### src/rtl/fgc_pkg.sv
// ----------------------------------------------------------------------------
// fgc_pkg
// widths, reset values, codes and control types of the flow gyro compensator
// ----------------------------------------------------------------------------
package fgc_pkg;

  // sample and filter format
  localparam int SAMPLE_WIDTH     = 16;
  localparam int FILTER_FRAC_BITS = 16;

  // field and state widths
  localparam int ALPHA_W    = 16;
  localparam int ALPHA_FRAC = 16;
  localparam int GAIN_W     = 24;
  localparam int GAIN_FRAC  = 24;
  localparam int WIN_FRAC   = 16;
  localparam int OUT_FRAC   = 8;
  localparam int FILT_W     = 32;
  localparam int WIN_W      = 40;
  localparam int FLOW_W     = 16;
  localparam int OUT_W      = 24;

  // configuration port
  localparam int CFG_IDX_W  = 2;
  localparam int CFG_DATA_W = 24;

  localparam logic [ALPHA_W-1:0]       ALPHA_X_RST   = ALPHA_W'(3874);
  localparam logic [ALPHA_W-1:0]       ALPHA_Y_RST   = ALPHA_W'(2761);
  localparam logic signed [GAIN_W-1:0] GAIN_DT_X_RST = GAIN_W'(134380);
  localparam logic signed [GAIN_W-1:0] GAIN_DT_Y_RST = GAIN_W'(153015);

  // filter difference: rate scaled to filter format minus filter state
  localparam int RATE_SH_W = SAMPLE_WIDTH + FILTER_FRAC_BITS;
  localparam int DIFF_W    = ((RATE_SH_W > FILT_W) ? RATE_SH_W : FILT_W) + 1;

  // serial multiplier: multiplicand a, multiplier b shifted out lsb first
  localparam int MUL_A_W  = DIFF_W;
  localparam int MUL_B_W  = ((ALPHA_W > GAIN_W) ? ALPHA_W : GAIN_W) + 1;
  localparam int MUL_HI_W = MUL_A_W + 1;
  localparam int MUL_P_W  = MUL_HI_W + MUL_B_W;
  localparam int CNT_W    = $clog2(MUL_B_W);

  // filter step
  localparam int PROD1_W = DIFF_W + ALPHA_W + 1;
  localparam int STEP_W  = PROD1_W - ALPHA_FRAC;
  localparam int FSUM_W  = ((STEP_W > FILT_W) ? STEP_W : FILT_W) + 1;

  // window step
  localparam int GAIN_K  = GAIN_FRAC + FILTER_FRAC_BITS - WIN_FRAC;
  localparam int PROD2_W = GAIN_W + FILT_W;
  localparam int ADD_W   = PROD2_W - GAIN_K;
  localparam int WSUM_W  = ((ADD_W > WIN_W) ? ADD_W : WIN_W) + 1;

  // flow frame
  localparam int RND_SH  = WIN_FRAC - OUT_FRAC;
  localparam int SUB_W   = WIN_W + 1 - RND_SH;
  localparam int FSH_W   = FLOW_W + OUT_FRAC;
  localparam int CDIFF_W = ((FSH_W > SUB_W) ? FSH_W : SUB_W) + 1;

  typedef enum logic {
    CMD_GYRO = 1'b0,
    CMD_FLOW = 1'b1
  } cmd_e;

  typedef enum logic [CFG_IDX_W-1:0] {
    CFG_ALPHA_X,
    CFG_ALPHA_Y,
    CFG_GAIN_DT_X,
    CFG_GAIN_DT_Y
  } cfg_idx_e;

  typedef enum logic [2:0] {
    ST_IDLE,
    ST_MUL_FILT,
    ST_UPD_FILT,
    ST_MUL_WIN,
    ST_UPD_WIN,
    ST_FLOW_OUT
  } state_e;

  typedef struct packed {
    logic load_filt;
    logic load_flow;
    logic mul_step;
    logic mul_last;
    logic upd_filt;
    logic upd_win;
    logic flow_out;
  } axis_ctrl_t;

endpackage

### src/rtl/fgc_in_if.sv
// ----------------------------------------------------------------------------
// fgc_in_if
// input word channel: gyro sample or flow frame
// ----------------------------------------------------------------------------
interface fgc_in_if import fgc_pkg::*; ();
  logic                           valid;
  logic                           ready;
  cmd_e                           command;
  logic signed [SAMPLE_WIDTH-1:0] rate_x;
  logic signed [SAMPLE_WIDTH-1:0] rate_y;
  logic signed [FLOW_W-1:0]       flow_dx;
  logic signed [FLOW_W-1:0]       flow_dy;

  modport source (output valid, command, rate_x, rate_y, flow_dx, flow_dy, input ready);
  modport sink   (input valid, command, rate_x, rate_y, flow_dx, flow_dy, output ready);
endinterface

### src/rtl/fgc_out_if.sv
// ----------------------------------------------------------------------------
// fgc_out_if
// result word channel: compensated flow deltas
// ----------------------------------------------------------------------------
interface fgc_out_if import fgc_pkg::*; ();
  logic                    valid;
  logic                    ready;
  logic signed [OUT_W-1:0] comp_dx;
  logic signed [OUT_W-1:0] comp_dy;

  modport source (output valid, comp_dx, comp_dy, input ready);
  modport sink   (input valid, comp_dx, comp_dy, output ready);
endinterface

### src/rtl/fgc_cfg_if.sv
// ----------------------------------------------------------------------------
// fgc_cfg_if
// register write channel: index and data
// ----------------------------------------------------------------------------
interface fgc_cfg_if import fgc_pkg::*; ();
  logic                  valid;
  logic                  ready;
  cfg_idx_e              index;
  logic [CFG_DATA_W-1:0] data;

  modport source (output valid, index, data, input ready);
  modport sink   (input valid, index, data, output ready);
endinterface

### src/rtl/flow_gyro_compensator_unit.sv
// ----------------------------------------------------------------------------
// flow_gyro_compensator_unit
// two-axis gyro rotation compensation of optical flow deltas
// ----------------------------------------------------------------------------
// in_i carries gyro sample words (command gyro) and flow frame words
// (command flow). cfg_i writes alpha_x, alpha_y, gain_dt_x, gain_dt_y by
// index and is always ready; write it only while the block is idle.
// out_o returns one word of compensated deltas per flow frame.
// a gyro sample runs both axes side by side through a bit-serial
// multiplier, one multiplier bit per cycle: a load step, the filter
// product, a filter update, the window product and a window update,
// and only then is the next word taken.
// a flow frame is held in the frame registers, then its result goes to
// the output register, and the block is back in idle for the next word.
// reset clears filters and window sums and restores the default register
// values. a result waiting on out_o sits in the output register; gyro
// samples keep flowing, and a new flow frame holds in its final step until
// the output register is free.
// ----------------------------------------------------------------------------
module flow_gyro_compensator_unit import fgc_pkg::*; (
  input  logic          clk_i,
  input  logic          rst_ni,
  fgc_in_if.sink        in_i,
  fgc_out_if.source     out_o,
  fgc_cfg_if.sink       cfg_i
);

  state_e                   state_q, state_d;
  logic [CNT_W-1:0]         cnt_q, cnt_d;
  axis_ctrl_t               ctrl;
  logic                     in_ready;
  logic                     out_load;
  logic                     out_valid_q, out_valid_d;
  logic signed [OUT_W-1:0]  comp_x_q, comp_y_q;
  logic signed [OUT_W-1:0]  comp_x, comp_y;

  logic [ALPHA_W-1:0]       alpha_x_q, alpha_y_q;
  logic signed [GAIN_W-1:0] gain_x_q, gain_y_q;

  assign cfg_i.ready = 1'b1;

  always_ff @(posedge clk_i or negedge rst_ni) begin
    if (!rst_ni) begin
      alpha_x_q <= ALPHA_X_RST;
      alpha_y_q <= ALPHA_Y_RST;
      gain_x_q  <= GAIN_DT_X_RST;
      gain_y_q  <= GAIN_DT_Y_RST;
    end else if (cfg_i.valid) begin
      unique case (cfg_i.index)
        CFG_ALPHA_X:   alpha_x_q <= cfg_i.data[ALPHA_W-1:0];
        CFG_ALPHA_Y:   alpha_y_q <= cfg_i.data[ALPHA_W-1:0];
        CFG_GAIN_DT_X: gain_x_q  <= cfg_i.data[GAIN_W-1:0];
        CFG_GAIN_DT_Y: gain_y_q  <= cfg_i.data[GAIN_W-1:0];
        default: ;
      endcase
    end
  end

  always_comb begin
    state_d  = state_q;
    cnt_d    = cnt_q;
    ctrl     = '0;
    in_ready = 1'b0;
    out_load = 1'b0;
    unique case (state_q)
      ST_IDLE: begin
        in_ready = 1'b1;
        if (in_i.valid) begin
          if (in_i.command == CMD_FLOW) begin
            ctrl.load_flow = 1'b1;
            state_d        = ST_FLOW_OUT;
          end else begin
            ctrl.load_filt = 1'b1;
            cnt_d          = '0;
            state_d        = ST_MUL_FILT;
          end
        end
      end
      ST_MUL_FILT, ST_MUL_WIN: begin
        ctrl.mul_step = 1'b1;
        ctrl.mul_last = (cnt_q == CNT_W'(MUL_B_W - 1));
        if (ctrl.mul_last) begin
          state_d = (state_q == ST_MUL_FILT) ? ST_UPD_FILT : ST_UPD_WIN;
        end else begin
          cnt_d = cnt_q + 1'b1;
        end
      end
      ST_UPD_FILT: begin
        ctrl.upd_filt = 1'b1;
        cnt_d         = '0;
        state_d       = ST_MUL_WIN;
      end
      ST_UPD_WIN: begin
        ctrl.upd_win = 1'b1;
        state_d      = ST_IDLE;
      end
      ST_FLOW_OUT: begin
        // wait for a free output register
        if (!out_valid_q || out_o.ready) begin
          ctrl.flow_out = 1'b1;
          out_load      = 1'b1;
          state_d       = ST_IDLE;
        end
      end
      default: state_d = ST_IDLE;
    endcase
  end

  assign in_i.ready = in_ready;

  always_comb begin
    if (out_load) begin
      out_valid_d = 1'b1;
    end else if (out_o.ready) begin
      out_valid_d = 1'b0;
    end else begin
      out_valid_d = out_valid_q;
    end
  end

  always_ff @(posedge clk_i or negedge rst_ni) begin
    if (!rst_ni) begin
      state_q     <= ST_IDLE;
      cnt_q       <= '0;
      out_valid_q <= 1'b0;
    end else begin
      state_q     <= state_d;
      cnt_q       <= cnt_d;
      out_valid_q <= out_valid_d;
    end
  end

  always_ff @(posedge clk_i) begin
    if (out_load) begin
      comp_x_q <= comp_x;
      comp_y_q <= comp_y;
    end
  end

  fgc_axis u_axis_x (
    .clk_i   (clk_i),
    .rst_ni  (rst_ni),
    .ctrl_i  (ctrl),
    .alpha_i (alpha_x_q),
    .gain_i  (gain_x_q),
    .rate_i  (in_i.rate_x),
    .flow_i  (in_i.flow_dx),
    .comp_o  (comp_x)
  );

  fgc_axis u_axis_y (
    .clk_i   (clk_i),
    .rst_ni  (rst_ni),
    .ctrl_i  (ctrl),
    .alpha_i (alpha_y_q),
    .gain_i  (gain_y_q),
    .rate_i  (in_i.rate_y),
    .flow_i  (in_i.flow_dy),
    .comp_o  (comp_y)
  );

  assign out_o.valid   = out_valid_q;
  assign out_o.comp_dx = comp_x_q;
  assign out_o.comp_dy = comp_y_q;

endmodule

### src/rtl/fgc_axis.sv
// ----------------------------------------------------------------------------
// fgc_axis
// one compensation axis: low-pass filter, window sum, flow correction,
// with a bit-serial shift-add multiplier
// ----------------------------------------------------------------------------
module fgc_axis import fgc_pkg::*; (
  input  logic                           clk_i,
  input  logic                           rst_ni,
  input  axis_ctrl_t                     ctrl_i,
  input  logic [ALPHA_W-1:0]             alpha_i,
  input  logic signed [GAIN_W-1:0]       gain_i,
  input  logic signed [SAMPLE_WIDTH-1:0] rate_i,
  input  logic signed [FLOW_W-1:0]       flow_i,
  output logic signed [OUT_W-1:0]        comp_o
);

  logic signed [FILT_W-1:0]   filt_q, filt_d;
  logic signed [WIN_W-1:0]    win_q, win_d;
  logic signed [MUL_A_W-1:0]  a_q, a_d;
  logic signed [MUL_HI_W-1:0] hi_q, hi_d;
  logic [MUL_B_W-1:0]         lo_q, lo_d;
  logic signed [FLOW_W-1:0]   flow_q, flow_d;
  logic signed [SUB_W-1:0]    sub_q, sub_d;

  logic signed [DIFF_W-1:0]   diff;
  logic signed [MUL_HI_W-1:0] addend;
  logic signed [MUL_HI_W-1:0] hi_sum;
  logic signed [MUL_P_W-1:0]  prod;
  logic signed [STEP_W-1:0]   step;
  logic signed [FSUM_W-1:0]   fsum;
  logic signed [FILT_W-1:0]   filt_new;
  logic signed [ADD_W-1:0]    wadd;
  logic signed [WSUM_W-1:0]   wsum;
  logic signed [WIN_W-1:0]    win_new;
  logic signed [WIN_W:0]      wrnd;
  logic signed [CDIFF_W-1:0]  cdiff;

  // rounding half is preloaded into the accumulator, so the product
  // comes out already rounded and only a bit slice is needed
  localparam logic [MUL_HI_W-1:0] RND_FILT =
    {{(MUL_HI_W-ALPHA_FRAC){1'b0}}, 1'b1, {(ALPHA_FRAC-1){1'b0}}};
  localparam logic [MUL_HI_W-1:0] RND_WIN =
    {{(MUL_HI_W-GAIN_K){1'b0}}, 1'b1, {(GAIN_K-1){1'b0}}};
  localparam logic [WIN_W:0] RND_OUT =
    {{(WIN_W+1-RND_SH){1'b0}}, 1'b1, {(RND_SH-1){1'b0}}};

  always_comb begin
    diff = {{(DIFF_W-RATE_SH_W){rate_i[SAMPLE_WIDTH-1]}}, rate_i, {FILTER_FRAC_BITS{1'b0}}}
         - {{(DIFF_W-FILT_W){filt_q[FILT_W-1]}}, filt_q};

    // one multiplier bit per cycle, msb of b has negative weight
    addend = lo_q[0] ? {{(MUL_HI_W-MUL_A_W){a_q[MUL_A_W-1]}}, a_q} : '0;
    hi_sum = ctrl_i.mul_last ? (hi_q - addend) : (hi_q + addend);
    prod   = {hi_q, lo_q};

    step = prod[ALPHA_FRAC +: STEP_W];
    fsum = {{(FSUM_W-FILT_W){filt_q[FILT_W-1]}}, filt_q}
         + {{(FSUM_W-STEP_W){step[STEP_W-1]}}, step};
    if ((&fsum[FSUM_W-1:FILT_W-1]) || !(|fsum[FSUM_W-1:FILT_W-1])) begin
      filt_new = fsum[FILT_W-1:0];
    end else if (fsum[FSUM_W-1]) begin
      filt_new = {1'b1, {(FILT_W-1){1'b0}}};
    end else begin
      filt_new = {1'b0, {(FILT_W-1){1'b1}}};
    end

    wadd = prod[GAIN_K +: ADD_W];
    wsum = {{(WSUM_W-WIN_W){win_q[WIN_W-1]}}, win_q}
         + {{(WSUM_W-ADD_W){wadd[ADD_W-1]}}, wadd};
    if ((&wsum[WSUM_W-1:WIN_W-1]) || !(|wsum[WSUM_W-1:WIN_W-1])) begin
      win_new = wsum[WIN_W-1:0];
    end else if (wsum[WSUM_W-1]) begin
      win_new = {1'b1, {(WIN_W-1){1'b0}}};
    end else begin
      win_new = {1'b0, {(WIN_W-1){1'b1}}};
    end

    wrnd  = {win_q[WIN_W-1], win_q} + RND_OUT;
    cdiff = {{(CDIFF_W-FSH_W){flow_q[FLOW_W-1]}}, flow_q, {OUT_FRAC{1'b0}}}
          - {{(CDIFF_W-SUB_W){sub_q[SUB_W-1]}}, sub_q};
    if ((&cdiff[CDIFF_W-1:OUT_W-1]) || !(|cdiff[CDIFF_W-1:OUT_W-1])) begin
      comp_o = cdiff[OUT_W-1:0];
    end else if (cdiff[CDIFF_W-1]) begin
      comp_o = {1'b1, {(OUT_W-1){1'b0}}};
    end else begin
      comp_o = {1'b0, {(OUT_W-1){1'b1}}};
    end
  end

  always_comb begin
    filt_d = filt_q;
    win_d  = win_q;
    a_d    = a_q;
    hi_d   = hi_q;
    lo_d   = lo_q;
    flow_d = flow_q;
    sub_d  = sub_q;
    if (ctrl_i.load_filt) begin
      a_d  = diff;
      hi_d = RND_FILT;
      lo_d = {{(MUL_B_W-ALPHA_W){1'b0}}, alpha_i};
    end else if (ctrl_i.upd_filt) begin
      // new filter value feeds the window multiply right away
      filt_d = filt_new;
      a_d    = {{(MUL_A_W-FILT_W){filt_new[FILT_W-1]}}, filt_new};
      hi_d   = RND_WIN;
      lo_d   = {{(MUL_B_W-GAIN_W){gain_i[GAIN_W-1]}}, gain_i};
    end else if (ctrl_i.mul_step) begin
      hi_d = {hi_sum[MUL_HI_W-1], hi_sum[MUL_HI_W-1:1]};
      lo_d = {hi_sum[0], lo_q[MUL_B_W-1:1]};
    end
    if (ctrl_i.upd_win) begin
      win_d = win_new;
    end else if (ctrl_i.flow_out) begin
      win_d = '0;
    end
    if (ctrl_i.load_flow) begin
      flow_d = flow_i;
      sub_d  = wrnd[WIN_W:RND_SH];
    end
  end

  always_ff @(posedge clk_i or negedge rst_ni) begin
    if (!rst_ni) begin
      filt_q <= '0;
      win_q  <= '0;
    end else begin
      filt_q <= filt_d;
      win_q  <= win_d;
    end
  end

  always_ff @(posedge clk_i) begin
    a_q    <= a_d;
    hi_q   <= hi_d;
    lo_q   <= lo_d;
    flow_q <= flow_d;
    sub_q  <= sub_d;
  end

endmodule

### src/flat_wrapper.sv
// flat-port wrapper written by rule: the top's interface ports become plain ports
module flow_gyro_compensator_unit_flat import fgc_pkg::*;
  (clk_i, rst_ni, in_i_valid, in_i_command, in_i_rate_x, in_i_rate_y, in_i_flow_dx, in_i_flow_dy, in_i_ready, out_o_valid, out_o_comp_dx, out_o_comp_dy, out_o_ready, cfg_i_valid, cfg_i_index, cfg_i_data, cfg_i_ready);
  fgc_in_if in_i_i ();
  fgc_out_if out_o_i ();
  fgc_cfg_if cfg_i_i ();
  input  logic clk_i;
  input  logic rst_ni;
  input wire logic [$bits(in_i_i.valid)-1:0] in_i_valid;
  input wire logic [$bits(in_i_i.command)-1:0] in_i_command;
  input wire logic [$bits(in_i_i.rate_x)-1:0] in_i_rate_x;
  input wire logic [$bits(in_i_i.rate_y)-1:0] in_i_rate_y;
  input wire logic [$bits(in_i_i.flow_dx)-1:0] in_i_flow_dx;
  input wire logic [$bits(in_i_i.flow_dy)-1:0] in_i_flow_dy;
  output wire logic [$bits(in_i_i.ready)-1:0] in_i_ready;
  output wire logic [$bits(out_o_i.valid)-1:0] out_o_valid;
  output wire logic [$bits(out_o_i.comp_dx)-1:0] out_o_comp_dx;
  output wire logic [$bits(out_o_i.comp_dy)-1:0] out_o_comp_dy;
  input wire logic [$bits(out_o_i.ready)-1:0] out_o_ready;
  input wire logic [$bits(cfg_i_i.valid)-1:0] cfg_i_valid;
  input wire logic [$bits(cfg_i_i.index)-1:0] cfg_i_index;
  input wire logic [$bits(cfg_i_i.data)-1:0] cfg_i_data;
  output wire logic [$bits(cfg_i_i.ready)-1:0] cfg_i_ready;
  assign in_i_i.valid = in_i_valid;
  assign in_i_i.command = in_i_command;
  assign in_i_i.rate_x = in_i_rate_x;
  assign in_i_i.rate_y = in_i_rate_y;
  assign in_i_i.flow_dx = in_i_flow_dx;
  assign in_i_i.flow_dy = in_i_flow_dy;
  assign in_i_ready = in_i_i.ready;
  assign out_o_valid = out_o_i.valid;
  assign out_o_comp_dx = out_o_i.comp_dx;
  assign out_o_comp_dy = out_o_i.comp_dy;
  assign out_o_i.ready = out_o_ready;
  assign cfg_i_i.valid = cfg_i_valid;
  assign cfg_i_i.index = cfg_i_index;
  assign cfg_i_i.data = cfg_i_data;
  assign cfg_i_ready = cfg_i_i.ready;
  flow_gyro_compensator_unit u_core (.clk_i(clk_i), .rst_ni(rst_ni), .in_i(in_i_i), .out_o(out_o_i), .cfg_i(cfg_i_i));
endmodule
### config.mk
export PLATFORM = sky130hd
export DESIGN_NAME = flow_gyro_compensator_unit_flat
export DESIGN_NICKNAME = d
export VERILOG_FILES = /design/src/rtl/fgc_pkg.sv /design/src/rtl/fgc_in_if.sv /design/src/rtl/fgc_out_if.sv /design/src/rtl/fgc_cfg_if.sv /design/src/rtl/flow_gyro_compensator_unit.sv /design/src/rtl/fgc_axis.sv /design/src/flat_wrapper.sv
export SDC_FILE = /design/constraint.sdc
export NUM_CORES = 2
export LEC_CHECK = 0
export BUFFER_PORTS_ARGS = -buffer_cell sky130_fd_sc_hd__buf_4
export CAP_MARGIN = 10
export CORE_MARGIN = 4
export CORE_UTILIZATION = 62
export CTS_CLUSTER_DIAMETER = 150
export DETAILED_ROUTE_END_ITERATION = 6
export GPL_TIMING_DRIVEN = 0
export PLACE_DENSITY = 0.8
export RECOVER_POWER = 25
export SLEW_MARGIN = 25
export SYNTH_ARGS = -nofsm -noshare
export SYNTH_HDL_FRONTEND = slang
export SYNTH_SLANG_ARGS = --single-unit
### constraint.sdc
create_clock -name clk_i -period 11.7 [get_ports clk_i]
set_clock_uncertainty 0.05 [all_clocks]
set_input_delay 0.585 -clock clk_i [delete_from_list [all_inputs] [get_ports clk_i]]
set_output_delay 0.585 -clock clk_i [all_outputs]
set_load 0.01 [all_outputs]
==> run metrics <==
Core Area 0.0647 mm^2; antenna diode count 0; most used cell, CP clkbuf_1; total CTS buffers 61; Yosys reg bits between 500 and 600; antenna violations before repair 0; most common cell after layout, fill and taps aside nand2_1; I/O Buffers 145; vias per cell 6.20; Die Wd roughly 260 um; routed length per instance approximately 20 um; final setup TNS 0 ps; Register Area 0.0149 mm^2; DRT Pass-1 Iters 6; Worst Path Max Fanout 85; largest area contributor in the netlist edfxtp_1; RSZ-0062 raised after global routing false; Tmin final 7580 ps; clock slew at reported path FFs 60 ps; Starting Density 0.629; total track usage 0.311; largest net degree at the start of global routing 93; vias in the first global route 33800; Post-synth EDFFs 244; Critical Path, Cell by Cell dlygate4sd3_1 -> clkbuf_1 -> clkbuf_1; Rows 93; Arr. time, crit path 7110 ps; Max clock buf depth 3; failing checks max-capacitance violations, max-slew violations; Post-synth ARST share 0.415; fmax 132 MHz; crit path capture type asynchronous set/reset pin; Die Span Y 264 um; post-synth top area share 0.180; DR iter-0 viols 2953; antenna-violating nets left 0; fin crit share 0.648; # setup viols final 0; Synth Area per Inst 8.89 um^2; crit-path max cell delay 3520 ps; clk_lat worst skew 640 ps; Main synth FF type edfxtp_1; # IOs 147; Synthesis Warnings 0; Layout Cells excl Fill 5701; Worst-Margin Slew ~4800 ps; placed cell count 5584; post-synthesis sequential area ratio 0.366; Clock Sinks 561; area of the multi-input gates 0.0243 mm^2; Post-Syn Instances 4577; vias ~35000; first-pass GRT wire length approximately 180 mm; area grow syn2layout 10.6%; Synth area leaders edfxtp_1, dfrtp_1, ha_1; status finished with violations; dpl hpwl 86.6 mm; worst hold path type in2reg; CP max stage cell clkbuf_1; Max-Slew Margin vs Limit -2.23; GRT overflow 0; commonest cells after routing, fill and taps aside nand2_1, a21oi_1, nor2_1; routed wire length between 100 and 150 mm; Slew Limit Fails 144; H-tree depth 2; Max Cap Viol 2; Final nets 5201; Net Count, Synth 4985; # fillers 5155; DRC viols 0; final hold vios 0; Worst Path Required between 10000 and 15000 ps; Unique masters post-synth 108; layout cells sized above 1 0.0947; Root Driver clkbuf_16; full die area about 0.07 mm^2; RePlAce Congestion about 1.0; synthesized cell area 0.0407 mm^2; CTS tree yes; Critical Path Start Type primary input; Crit Path Class in2async
metal layers:
layer / GRT usage / routed length, um / vias up
met4: 0.121 / 4780 / 0
met1: 0.413 / 47700 / 16600
li1: - / - / 17300
met3: 0.0433 / 7790 / 277
met2: 0.520 / 52300 / 1246
met5: 0 / 0 / -
final timing paths:
| check | from | end | slack [ps] | cells past startpoint |
|---|---|---|---|---|
| max in group clk_i | u_core.state_q[2] | u_core.u_axis_y.hi_q[32] | 4810 | 21 |
| min | in_i_flow_dy[5] | u_core.u_axis_y.flow_q[5] | 100 | 1 |
| min reg2reg | u_core.u_axis_x.hi_q[31] | u_core.u_axis_x.hi_q[31] | 410 | 2 |
| max reg2reg | u_core.state_q[2] | u_core.u_axis_y.hi_q[32] | 4810 | 21 |
| max | rst_ni | u_core.u_axis_x.win_q[24] | 4120 | 3 |
| min in group asynchronous | rst_ni | u_core.u_axis_y.filt_q[17] | 1570 | 2 |
worst max-delay path, delay by kind of cell:
family                 cells  cell delay [ps]
buffers and inverters      3             6400
cells by family after synthesis:
group,count (synthesis),synth area share
buffers and inverters,390,0.0384
multiplexers,94,0.0257
XOR/XNOR,398,0.0859
AO/OA/AOI/OAI,1444,0.230
AND/OR/NAND/NOR,1377,0.157
adder cells (fa/ha/maj),312,0.0971
other,1,0.0000922
flip-flops,561,0.366
registers in the layout, summed over array words and instances, names as in the netlist, 25 cells and up:
signal	cells
u_core.u_axis_y.win_q	40
u_core.u_axis_x.win_q	40
u_core.u_axis_y.sub_q	33
u_core.u_axis_y.lo_q	25
u_core.u_axis_x.hi_q	33
u_core.u_axis_x.a_q	33
u_core.u_axis_y.filt_q	32
u_core.u_axis_x.sub_q	33
u_core.u_axis_x.filt_q	32
u_core.u_axis_x.lo_q	25
u_core.u_axis_y.hi_q	33
u_core.u_axis_y.a_q	33
through the flow:
step	util	setup slack, ps	cell area, um^2	hold WS [ps]
detailed placement	0.666	5040	43100	402
global placement	0.662	4400	42800	397
CTS	0.697	5010	45100	49.4
global route	0.695	2710	45000	77.5
floorplan	-	6810	40700	239
finish	0.695	4120	45000	97.1
synthesized netlist by cell type, types with 18 or more instances:
library cell and instances:
a211oi_1 40, a31oi_1 46, o21ai_0 209, o21ai_1 116
nor3_1 69, or3_1 31, nand2_1 537, a21oi_1 420
a22oi_1 73, dfrtp_1 202, o41ai_1 18, and2_1 20
nor4_1 23, mux2_2 82, edfxtp_1 244, ha_1 306
o21a_1 40, a21o_1 187, o211ai_1 19, o31ai_1 23
clkbuf_1 150, o21bai_1 29, nor2_1 318, nor2b_1 30
nand3_1 120, a22o_1 40, and3_1 56, dfstp_2 31
o221a_1 19, dfxtp_1 84, nand2b_1 35, xor2_1 165
inv_1 190, xnor2_1 232, buf_2 24, nand4_1 56
final cells by class:
type | count | share of cell area
plain buffers | 198 | 0.0188
clock buffers | 78 | 0.0383
clock inverters | 38 | 0.00626
inverters | 192 | 0.0160
multi-input cells | 3626 | 0.540
flip-flops and latches | 561 | 0.331
well taps | 855 | 0.0238
repair buffers | 153 | 0.0266
repair_timing:
| action | CTS | global route |
|---|---|---|
| gates resized for setup | 0 | 0 |
| hold endpoints to repair | 57 | 0 |
| hold buffers | 1 | 0 |
| setup buffers | 0 | 0 |
Power is left out: the tool's default activity adds up to more than one toggle a clock period on the data nets, which glitch-free logic cannot reach.
